**config.mk**
```make
export PLATFORM = sky130hd
export DESIGN_NAME = i2c_bitbang_master_byte_engine_top
export DESIGN_NICKNAME = d
export VERILOG_FILES = /design/src/rtl/core/i2cbm_pkg.sv /design/src/rtl/core/i2cbm_regs.sv /design/src/rtl/core/i2cbm_seq.sv /design/src/rtl/core/i2cbm_outq.sv /design/src/rtl/core/i2c_bitbang_master_byte_engine_top.sv
export SDC_FILE = /design/constraint.sdc
export NUM_CORES = 1
export LEC_CHECK = 0
export BUFFER_PORTS_ARGS = -buffer_cell sky130_fd_sc_hd__buf_2
export CORE_ASPECT_RATIO = 1.75
export CORE_MARGIN = 3
export CORE_UTILIZATION = 40
export DETAILED_ROUTE_END_ITERATION = 8
export GPL_ROUTABILITY_DRIVEN = 0
export PLACE_DENSITY_LB_ADDON = 0.15
export SYNTH_ARGS = -nofsm -noshare
export SYNTH_HDL_FRONTEND = slang
export SYNTH_SLANG_ARGS = --single-unit
```
**constraint.sdc**
```tcl
create_clock -name clk -period 6.7 [get_ports clk]
set_input_delay 1.005 -clock clk [delete_from_list [all_inputs] [get_ports clk]]
set_output_delay 1.005 -clock clk [all_outputs]
set_load 0.03 [all_outputs]
```
**src/rtl/core/i2cbm_pkg.sv**
```systemverilog
// shared types and constants for the i2c master byte engine
package i2cbm_pkg;

  // sequencer state, one-hot
  typedef enum logic [4:0] {
    ST_IDLE  = 5'b00001,
    ST_START = 5'b00010,
    ST_WRITE = 5'b00100,
    ST_READ  = 5'b01000,
    ST_STOP  = 5'b10000
  } seq_state_t;

  // command selector codes on the request channel
  localparam logic [2:0] FUNC_NONE  = 3'd0;
  localparam logic [2:0] FUNC_START = 3'd1;
  localparam logic [2:0] FUNC_WRITE = 3'd2;
  localparam logic [2:0] FUNC_READ  = 3'd3;
  localparam logic [2:0] FUNC_STOP  = 3'd4;

  localparam logic [4:0] LenStart = 5'd4;
  localparam logic [4:0] LenStop  = 5'd5;
  localparam logic [4:0] LenByte  = 5'd27;

  localparam logic [2:0] TopBit   = 3'd7;
  localparam logic [1:0] PhaseLast = 2'd2;
  localparam logic [1:0] PhaseHigh = 2'd1;
  localparam logic [4:0] AckStep  = 5'd25;

  localparam logic [15:0] StepTicksRst = 16'd1;

  // register byte addresses
  localparam logic [2:0] ADDR_STEP_TICKS = 3'd0;

  typedef struct packed {
    logic       scl_out;
    logic       sda_out;
    logic       busy_res;
    logic       done_res;
    logic       ack;
    logic [7:0] rdata;
  } result_t;

endpackage

```
**src/rtl/core/i2cbm_regs.sv**
```systemverilog
// apb register block holding the step length
module i2cbm_regs (
  input  logic        clk,
  input  logic        rst_n,
  input  logic        psel,
  input  logic        penable,
  input  logic        pwrite,
  input  logic [2:0]  paddr,
  input  logic [31:0] pwdata,
  output logic [31:0] prdata,
  output logic        pready,
  output logic [15:0] step_ticks
);

  logic [15:0] step_ticks_r;
  logic        wr_hit;

  assign pready = 1'b1;
  assign wr_hit = psel & penable & pwrite & (paddr == i2cbm_pkg::ADDR_STEP_TICKS);

  always_ff @(posedge clk) begin
    if (!rst_n) begin
      step_ticks_r <= i2cbm_pkg::StepTicksRst;
    end else if (wr_hit) begin
      step_ticks_r <= pwdata[15:0];
    end
  end

  always_comb begin
    unique case (paddr)
      i2cbm_pkg::ADDR_STEP_TICKS: prdata = {16'd0, step_ticks_r};
      default:                    prdata = 32'd0;
    endcase
  end

  assign step_ticks = step_ticks_r;

endmodule

```
**src/rtl/core/i2cbm_seq.sv**
```systemverilog
// pin step sequencer, advances one tick per accepted request
module i2cbm_seq (
  input  logic                clk,
  input  logic                rst_n,
  input  logic                tick,
  input  logic [2:0]          func,
  input  logic [7:0]          wdata,
  input  logic                sda_in,
  input  logic [15:0]         step_ticks,
  output i2cbm_pkg::result_t  res
);

  i2cbm_pkg::seq_state_t state_r, state_nxt, state_c;
  logic [4:0]  idx_r, idx_nxt, idx_c, idx_inc;
  logic [15:0] tick_r, tick_nxt, tick_c;
  logic [1:0]  phase_r, phase_nxt, phase_c;
  logic [3:0]  bit_r, bit_nxt, bit_c;
  logic [7:0]  shift_r, shift_nxt, shift_c;
  logic        scl_r, scl_nxt, sda_r, sda_nxt;
  logic        ack_r, ack_nxt;
  logic [7:0]  rdata_r, rdata_nxt;
  logic        done_c;
  logic [15:0] hold;
  logic        step_end;
  logic [4:0]  seq_len;

  assign hold     = (step_ticks == 16'd0) ? 16'd1 : step_ticks;
  assign step_end = ({1'b0, tick_c} + 17'd1) >= {1'b0, hold};
  assign idx_inc  = idx_c + 5'd1;

  always_comb begin
    state_c = state_r;
    idx_c   = idx_r;
    tick_c  = tick_r;
    phase_c = phase_r;
    bit_c   = bit_r;
    shift_c = shift_r;
    // a command is taken only while idle
    if (state_r == i2cbm_pkg::ST_IDLE) begin
      idx_c   = 5'd0;
      tick_c  = 16'd0;
      phase_c = 2'd0;
      bit_c   = 4'd0;
      unique case (func)
        i2cbm_pkg::FUNC_START: begin
          state_c = i2cbm_pkg::ST_START;
          shift_c = 8'd0;
        end
        i2cbm_pkg::FUNC_WRITE: begin
          state_c = i2cbm_pkg::ST_WRITE;
          shift_c = wdata;
        end
        i2cbm_pkg::FUNC_READ: begin
          state_c = i2cbm_pkg::ST_READ;
          shift_c = 8'd0;
        end
        i2cbm_pkg::FUNC_STOP: begin
          state_c = i2cbm_pkg::ST_STOP;
          shift_c = 8'd0;
        end
        default: state_c = i2cbm_pkg::ST_IDLE;
      endcase
    end
  end

  always_comb begin
    unique case (state_c)
      i2cbm_pkg::ST_START: seq_len = i2cbm_pkg::LenStart;
      i2cbm_pkg::ST_STOP:  seq_len = i2cbm_pkg::LenStop;
      default:             seq_len = i2cbm_pkg::LenByte;
    endcase
  end

  always_comb begin
    state_nxt = state_c;
    idx_nxt   = idx_c;
    tick_nxt  = tick_c;
    phase_nxt = phase_c;
    bit_nxt   = bit_c;
    shift_nxt = shift_c;
    scl_nxt   = scl_r;
    sda_nxt   = sda_r;
    ack_nxt   = ack_r;
    rdata_nxt = rdata_r;
    done_c    = 1'b0;
    if (state_c != i2cbm_pkg::ST_IDLE) begin
      // pin action on the first tick of a step
      if (tick_c == 16'd0) begin
        unique case (state_c)
          i2cbm_pkg::ST_START: begin
            unique case (idx_c)
              5'd0:    sda_nxt = 1'b1;
              5'd1:    scl_nxt = 1'b1;
              5'd2:    sda_nxt = 1'b0;
              default: scl_nxt = 1'b0;
            endcase
          end
          i2cbm_pkg::ST_STOP: begin
            unique case (idx_c)
              5'd0:    sda_nxt = 1'b0;
              5'd1:    scl_nxt = 1'b1;
              5'd2:    sda_nxt = 1'b1;
              default: sda_nxt = sda_r;
            endcase
          end
          default: begin
            if (phase_c == 2'd0) begin
              if (state_c == i2cbm_pkg::ST_WRITE && !bit_c[3]) begin
                sda_nxt = shift_c[i2cbm_pkg::TopBit - bit_c[2:0]];
              end else begin
                sda_nxt = 1'b1;
              end
            end else if (phase_c == i2cbm_pkg::PhaseHigh) begin
              scl_nxt = 1'b1;
            end else begin
              scl_nxt = 1'b0;
            end
          end
        endcase
      end
      if (step_end) begin
        // sample sda at the end of the scl-high step
        if (state_c == i2cbm_pkg::ST_READ && !bit_c[3] &&
            phase_c == i2cbm_pkg::PhaseHigh) begin
          shift_nxt = {shift_c[6:0], sda_in};
        end else if (state_c == i2cbm_pkg::ST_WRITE && idx_c == i2cbm_pkg::AckStep) begin
          ack_nxt = ~sda_in;
        end
        tick_nxt = 16'd0;
        idx_nxt  = idx_inc;
        if (phase_c == i2cbm_pkg::PhaseLast) begin
          phase_nxt = 2'd0;
          bit_nxt   = bit_c + 4'd1;
        end else begin
          phase_nxt = phase_c + 2'd1;
        end
        if (idx_inc >= seq_len) begin
          if (state_c == i2cbm_pkg::ST_READ) begin
            rdata_nxt = shift_nxt;
          end
          state_nxt = i2cbm_pkg::ST_IDLE;
          idx_nxt   = 5'd0;
          done_c    = 1'b1;
        end
      end else begin
        tick_nxt = tick_c + 16'd1;
      end
    end
  end

  always_ff @(posedge clk) begin
    if (!rst_n) begin
      state_r <= i2cbm_pkg::ST_IDLE;
      idx_r   <= 5'd0;
      tick_r  <= 16'd0;
      phase_r <= 2'd0;
      bit_r   <= 4'd0;
      shift_r <= 8'd0;
      scl_r   <= 1'b1;
      sda_r   <= 1'b1;
      ack_r   <= 1'b0;
      rdata_r <= 8'd0;
    end else if (tick) begin
      state_r <= state_nxt;
      idx_r   <= idx_nxt;
      tick_r  <= tick_nxt;
      phase_r <= phase_nxt;
      bit_r   <= bit_nxt;
      shift_r <= shift_nxt;
      scl_r   <= scl_nxt;
      sda_r   <= sda_nxt;
      ack_r   <= ack_nxt;
      rdata_r <= rdata_nxt;
    end
  end

  assign res.scl_out  = scl_nxt;
  assign res.sda_out  = sda_nxt;
  assign res.busy_res = (state_nxt != i2cbm_pkg::ST_IDLE);
  assign res.done_res = done_c;
  assign res.ack      = ack_nxt;
  assign res.rdata    = rdata_nxt;

endmodule

```
**src/rtl/core/i2cbm_outq.sv**
```systemverilog
// result register with a skid entry behind it
module i2cbm_outq (
  input  logic               clk,
  input  logic               rst_n,
  input  logic               push,
  input  i2cbm_pkg::result_t push_data,
  output logic               full,
  output logic               out_valid,
  input  logic               out_stall,
  output i2cbm_pkg::result_t out_data
);

  i2cbm_pkg::result_t head_r, skid_r;
  logic head_valid_r, skid_valid_r;
  logic take;

  assign take = head_valid_r & ~out_stall;

  always_ff @(posedge clk) begin
    if (!rst_n) begin
      head_valid_r <= 1'b0;
      skid_valid_r <= 1'b0;
    end else if (skid_valid_r) begin
      if (take) begin
        skid_valid_r <= 1'b0;
      end
    end else if (push) begin
      if (!head_valid_r || take) begin
        head_valid_r <= 1'b1;
      end else begin
        skid_valid_r <= 1'b1;
      end
    end else if (take) begin
      head_valid_r <= 1'b0;
    end
  end

  always_ff @(posedge clk) begin
    if (skid_valid_r) begin
      if (take) begin
        head_r <= skid_r;
      end
    end else if (push) begin
      if (!head_valid_r || take) begin
        head_r <= push_data;
      end else begin
        skid_r <= push_data;
      end
    end
  end

  assign full      = skid_valid_r;
  assign out_valid = head_valid_r;
  assign out_data  = head_r;

endmodule

```
**src/rtl/core/i2c_bitbang_master_byte_engine_top.sv**
```systemverilog
// top level of the i2c master byte engine
//
//  channel   direction  handshake              payload
//  in_       request    in_valid / in_stall    in_func, in_wdata, in_sda_in
//  out_      result     out_valid / out_stall  out_scl_out .. out_rdata
//  apb       config     psel / penable         paddr, pwdata, prdata
//
// one request per clock cycle while in_stall is low; each request yields one result, held in a result register
// the sequencer updates its state in the cycle a request is accepted, and its result is pushed in that same cycle
// a two-entry result buffer keeps in_stall registered: it rises only when both entries are full
// synchronous active-low reset puts the lines released, the engine idle and step_ticks at 1
module i2c_bitbang_master_byte_engine_top (
  input  logic        clk,
  input  logic        rst_n,
  input  logic        in_valid,
  output logic        in_stall,
  input  logic [2:0]  in_func,
  input  logic [7:0]  in_wdata,
  input  logic        in_sda_in,
  output logic        out_valid,
  input  logic        out_stall,
  output logic        out_scl_out,
  output logic        out_sda_out,
  output logic        out_busy_res,
  output logic        out_done_res,
  output logic        out_ack,
  output logic [7:0]  out_rdata,
  input  logic        psel,
  input  logic        penable,
  input  logic        pwrite,
  input  logic [2:0]  paddr,
  input  logic [31:0] pwdata,
  output logic [31:0] prdata,
  output logic        pready
);

  logic               accept;
  logic               full;
  logic [15:0]        step_ticks;
  i2cbm_pkg::result_t res;
  i2cbm_pkg::result_t out_data;

  assign accept   = in_valid & ~full;
  assign in_stall = full;

  i2cbm_regs u_regs (
    .clk        (clk),
    .rst_n      (rst_n),
    .psel       (psel),
    .penable    (penable),
    .pwrite     (pwrite),
    .paddr      (paddr),
    .pwdata     (pwdata),
    .prdata     (prdata),
    .pready     (pready),
    .step_ticks (step_ticks)
  );

  i2cbm_seq u_seq (
    .clk        (clk),
    .rst_n      (rst_n),
    .tick       (accept),
    .func       (in_func),
    .wdata      (in_wdata),
    .sda_in     (in_sda_in),
    .step_ticks (step_ticks),
    .res        (res)
  );

  i2cbm_outq u_outq (
    .clk       (clk),
    .rst_n     (rst_n),
    .push      (accept),
    .push_data (res),
    .full      (full),
    .out_valid (out_valid),
    .out_stall (out_stall),
    .out_data  (out_data)
  );

  assign out_scl_out  = out_data.scl_out;
  assign out_sda_out  = out_data.sda_out;
  assign out_busy_res = out_data.busy_res;
  assign out_done_res = out_data.done_res;
  assign out_ack      = out_data.ack;
  assign out_rdata    = out_data.rdata;

endmodule
```
Yosys cells after proc, flatten, opt, wreduce, memory -nomap -nowiden
Cells that the tools add are included.

storage, ports and cells
  word-level logic and storage cells = 147
  bits in registers = 95

operators by class
  $add $sub $neg = 6
  order comparisons = 3
  bitwise operators = 9
  equal/unequal tests = 18
  multiplexer cells = 66
  reductions and logical operators = 20

operator list
  operator                                             count
  two-way mux 16 bit                                   5
  two-way mux 8 bit                                    8
  two-way mux 13 bit                                   4
  two-way mux 5 bit                                    8
  zero test 16 bit                                     2
  two-way mux 1 bit                                    24
  one-hot mux 5 bit (4 select lines)                   1
  adder 16 x 1 -> 17 bit, second input constant        1
  >= comparator 17 x 16 -> 1 bit                       1
  adder 16 x 1 -> 16 bit, second input constant        1
  two-way mux 4 bit                                    4
  one-hot mux 8 bit (2 select lines)                   1
  equality test 5 x 1 -> 1 bit, second input constant  2
  equality test 5 x 2 -> 1 bit, second input constant  2
  equality test 5 bit, second input constant           2
  != test 5 x 1 -> 1 bit, second input constant        2
  one-hot mux 1 bit (2 select lines)                   5
  one-hot mux 5 bit (2 select lines)                   1
  AND reduction 3 bit                                  3
  two-way mux 2 bit                                    4
  equality test 3 x 2 -> 1 bit, second input constant  2
  nonzero test 2 bit                                   3
  adder 5 x 1 -> 5 bit, second input constant          1
  bitwise AND 1 bit                                    5
  other kinds (23)                                     30

Logic depth before layout (Yosys ltp)
  depth in word-level cells = 14
  mapped depth = 21

Cells and area by module
From an unflattened synthesis, not the netlist that was laid out.

second synthesis, totals
  cell total of the unflattened synthesis = 701
  area total of the unflattened synthesis = 6188.4 um2

modules (own cells, without submodules)
  module                              times used  area an instance (um2)  cells an instance
  i2cbm_seq                           1           4166.5                  538
  i2cbm_outq                          1           1079.8                  54
  i2cbm_regs                          1           928.4                   108
  i2c_bitbang_master_byte_engine_top  1           13.8                    1

Least setup slack after synthesis
No wires, ideal clock.

  path kind = register to register
  start = register u_seq.state_r[0]
  end = register u_outq.head_r (netlist bit u_outq.out_data[0]), data pin
  arrival = 4.657 ns
  library setup time = 0.149 ns
  stages on the path, launching flop included = 21
  required time = 6.551 ns
  path buffers = 4
  period minus slack after synthesis = 4.806 ns
  path slack = 1.894 ns
  cell sequence = dfxtp_1 > buf_4 > nor3b_2 > nand2_1 > clkbuf_1 > clkbuf_1 > nand2_1 > inv_1 > ha_1 > nand3_1 > a2111oi_2 > nand3_1 > xor2_1 > ha_1 > a21o_1 > a221o_1 > o21bai_1 > o211ai_1 > clkbuf_1 > o21ai_0 > a2bb2oi_1

on the way
  word-level cells in the longest chain between the ends = 13
  elaborated cells on any way between the ends = 28

ends and longest elaborated chain
  item                                                            line              source
  start, declared                                                 i2cbm_seq.sv:13   i2cbm_pkg::seq_state_t state_r, state_nxt, state_c;
  start signal, assigned                                          i2cbm_seq.sv:153  state_r <= i2cbm_pkg::ST_IDLE;
  start signal, assigned                                          i2cbm_seq.sv:164  state_r <= state_nxt;
  branches (longest 9 deep; another with adder 16 x 1 -> 17 bit)  n/a
  two-way mux 8 bit (*)                                           i2cbm_seq.sv:86   if (state_c != i2cbm_pkg::ST_IDLE) begin
  two-way mux 13 bit (*)                                          i2cbm_outq.sv:44  if (!head_valid_r || take) begin
  two-way mux 13 bit (*)                                          i2cbm_outq.sv:43  end else if (push) begin
  two-way mux 13 bit (*)                                          i2cbm_outq.sv:39  if (skid_valid_r) begin
  end signal, assigned                                            i2cbm_outq.sv:41  head_r <= skid_r;
  end signal, assigned                                            i2cbm_outq.sv:45  head_r <= push_data;
  end, declared                                                   i2cbm_outq.sv:13  i2cbm_pkg::result_t head_r, skid_r;

Every way passes the cells marked *. The select of a mux whose other input is x is not followed.
A chain may end at the register's enable or synchronous reset.

Worst setup path after layout
  start = register u_seq.state_r[3]
  end = register u_seq.state_r[4]

on the way
  word-level cells in the longest chain between the ends = 8
  elaborated cells on any way between the ends = 15

ends and longest elaborated chain
  item                                                            line
  branches (longest 7 deep; another with adder 16 x 1 -> 17 bit)  n/a
  two-way mux 5 bit (*)                                           i2cbm_seq.sv:86

Every way passes the cells marked *.

==> summary.md <==
| Metric | Value |
|---|---|
| Final clock skew | `0.0144 ns` |
| IO Count | `102` |
| Most used DFF post-synth | `dfxtp_1` |
| YS warnings | `0` |
| Final period util | `75.7%` |
| TritonCTS Buffers | `9` |
| Routed Antenna Nets | `0` |
| Worst path max stage delay | `0.76 ns` |
| Hold path start | `u_regs.step_ticks[0]$_SDFFE_PN1P_` |
| H-tree levels | `3` |
| Mean post-synth cell area | `8.28 sq um` |
| Final setup viols | `0` |
| Startpoint class of the critical path | `flip-flop` |
| Via count | `5,423` |
| Post-layout min period | `5.07 ns` |
| Buffers added on ports | `68` |
| Distinct cells, synth | `75` |
| Standard-cell rows | `58` |
| Setup CP Type | `reg -> reg` |
| Max cap viols | `0` |
| Dpl ws | `1.65 ns` |
| Layout Nets | `843` |
| Slew headroom | `35.5%` |
| Slew Limit Fails | `0` |
| Crit end category | `flip-flop` |
| Dominant cells by area after synthesis | `dfxtp_1, edfxtp_1, nand2_1` |
| Die height | `167 um` |
| EDFF count, synth | `26` |
| Root buffer cell | `clkbuf_16` |
| Ant. Diodes | `0` |
| Reg2reg start | `u_seq.state_r[3]$_SDFFE_PN0P_` |
| Post-Synthesis Cells | `716` |
| Post_cts resized | `0` |
| DIE AREA | `16,400 sq um` |
| RSZ-0062 raised after global routing | `false` |
| Setup TNS Final | `0 ns` |
| Vias in the first global route | `5,432` |
| Largest net degree at the start of global routing | `42` |
| TritonCTS Sinks | `95` |
| Ys async rst share | `0%` |
| Longest Clk Path Bufs | `2` |
| Yosys top cell by area | `dfxtp_1` |
| Clk slew on worst S/H paths | `0.07 ns` |
| Initial Util | `41.1%` |
| Least-Margin Pin Slew | `0.959 ns` |
| Pre-Repair DR Iteration Count | `5` |
| Via density | `5.73` |
| Core area | `14,400 sq um` |
| VDD IR max | `0.127 mV` |
| Die Width | `98.0 um` |
| Seq cells post-synth | `95` |
| WP data arrival | `5.28 ns` |
| HP Class | `reg -> reg` |
| First-pass GRT wire length | `27,600 um` |
| CTS tree | `built` |
| Detailed-placement wirelength estimate | `12,500 um` |
| Final worst setup slack | `1.63 ns` |
| Slowest CP cell | `a2111oi_2` |
| Cells along the critical path | `nor2_1, nand2_1, nand2_1, inv_1, ha_1, nand3_1, a2111oi_2, and4_1, xnor2_1, nor2_1, ha_1, nand4_1, a211oi_1, o211ai_1, buf_4, o21ai_0, nor3_1` |
| Dpl cell area | `6330 sq um` |
| Seq/Total Area, Yosys | `36.5%` |
| Routed WL | `16,800 um` |
| Cell area after synthesis | `5930 sq um` |
| Worst-skew pair later-pin latency | `0.36 ns` |
| Setup bufs post-CTS | `0` |
| Post-layout instance area | `6640 sq um` |
| Status | `completed` |
| Grt ovf | `0` |
| Leakage power | `0.00254 uW` |
| Worst-path maximum fanout | `26` |
| Top-area cell type share of the netlist area | `23.3%` |
| Layout area overhead | `12.0%` |
| Crit path from | `u_seq.state_r[3]$_SDFFE_PN0P_` |
| PD cells | `212 nW/um^2` |
| All-Layer GR Usage | `20.6%` |
| Drt wl/cell | `17.7 um` |
| # DRC | `0` |
| Initial antenna violation count | `0` |
| Hold_buf cts | `0` |
| Hold Fails Final Rpt | `0` |
| 1st-iter DRT viols | `203` |
| Final core occ | `46.0%` |
| Proportion of layout cells with a drive suffix above 1 | `15.8%` |
| # fillers | `1,465` |
| Fmax | `197 MHz` |
| WP data required | `6.91 ns` |
final timing paths:
path | cells after the start | slack (ns) | endpoint
worst min register to register | 2 | 0.48 | u_regs.step_ticks[0]$_SDFFE_PN1P_
worst max-delay path | 17 | 1.63 | u_seq.state_r[4]$_SDFFE_PN0P_
worst max register to register | 17 | 1.63 | u_seq.state_r[4]$_SDFFE_PN0P_
worst min-delay path | 2 | 0.48 | u_regs.step_ticks[0]$_SDFFE_PN1P_
per-layer routing:
metal  part of all wire (%)  up-vias  GRT usage, %  wire (um)
met2                     56      138          40.3       9400
met4                    3.2        0          7.66        529
li1                       -     2687             -          -
met5                      0        -             0          0
met1                     37     2569          21.7       6270
met3                    3.5       29          2.98        580
critical path: cells and delay by family (launching register included):
family,cells,cell delay (ns)
AO/OA/AOI/OAI,4,2.13
XOR/XNOR,1,0.12
adder cells (fa/ha/maj),2,0.50
buffers and inverters,2,0.36
flip-flops,1,0.51
AND/OR/NAND/NOR,8,1.30
Yosys cell counts (all sizes together), types with 8 or more instances:
| master | instances |
|---|---|
| o211ai | 10 |
| xor2 | 9 |
| inv | 31 |
| o21ai | 46 |
| dfxtp | 69 |
| ha | 28 |
| o31ai | 9 |
| mux2 | 12 |
| clkbuf | 36 |
| nor3 | 14 |
| a2bb2oi | 8 |
| nand3 | 16 |
| or3 | 9 |
| a31oi | 20 |
| nor2 | 45 |
| nand4 | 11 |
| buf | 26 |
| and2 | 22 |
| nand2 | 102 |
| a22oi | 17 |
| a21oi | 43 |
| edfxtp | 26 |
| nor4 | 12 |
through the flow:
step	hold slack (ns)	std cells	power, uW
final	0.483	946	1410
after global routing	0.514	946	1470
after CTS	0.487	946	1430
after detailed placement	0.473	930	895
after global placement	0.459	930	890
after floorplan	0.450	731	819
state kept, by name, summed over array words and instances (netlist names):
| register | flops |
|---|---|
| u_outq.skid_r | 13 |
| u_outq.out_data | 13 |
| u_seq.bit_r | 4 |
| u_outq.out_valid | 1 |
| u_seq.rdata_r | 8 |
| u_seq.phase_r | 2 |
| u_seq.tick_r | 16 |
| u_regs.step_ticks | 16 |
| u_seq.state_r | 5 |
| u_seq.ack_r | 1 |
| u_seq.shift_r | 8 |
| u_outq.full | 1 |
| u_seq.idx_r | 5 |
| u_seq.scl_r | 1 |
| u_seq.sda_r | 1 |
power breakdown:
part | switching (uW) | internal, uW | leakage (uW)
registers | 17.1 | 612 | 0.000794
clock network | 262 | 267 | 0.000150
logic | 176 | 76.9 | 0.00160
final cells by class:
type / count / area, sq um / share of cell area (%)
tap: 180 / 225 / 3.39
sequential: 95 / 2160 / 32.6
clock inverter: 7 / 81.3 / 1.22
clock buffer: 9 / 225 / 3.39
multi-input combinational: 543 / 3390 / 51.1
timing repair buffer: 81 / 438 / 6.59
inverter: 31 / 116 / 1.75
kinds of logic after synthesis:
group	Yosys count	synth area share [%]
xor gates and xnor gates	13	1.92
buffers and inverters	93	7.30
DFF	95	36.5
and+or+nand+nor	265	22.2
AOI/OAI and AO/OA	206	23.4
muxes	14	2.68
adders and majority gates	28	5.91
other	2	0.127
cells in the final DEF (no fill, tap or decap), drive strengths merged, types with 10 or more instances in the layout:
cell type and n:
nand3 16, nor4 12, ha 28, inv 35, nor3 14, mux2 12
a22oi 17, o21ai 46, a31oi 20, a21oi 43, dfxtp 69, o211ai 10
conb 17, buf 81, edfxtp 26, and2 22, nand2 102, nor2 45
nand4 11
No activity file was read; power rests on OpenSTA's default activity.
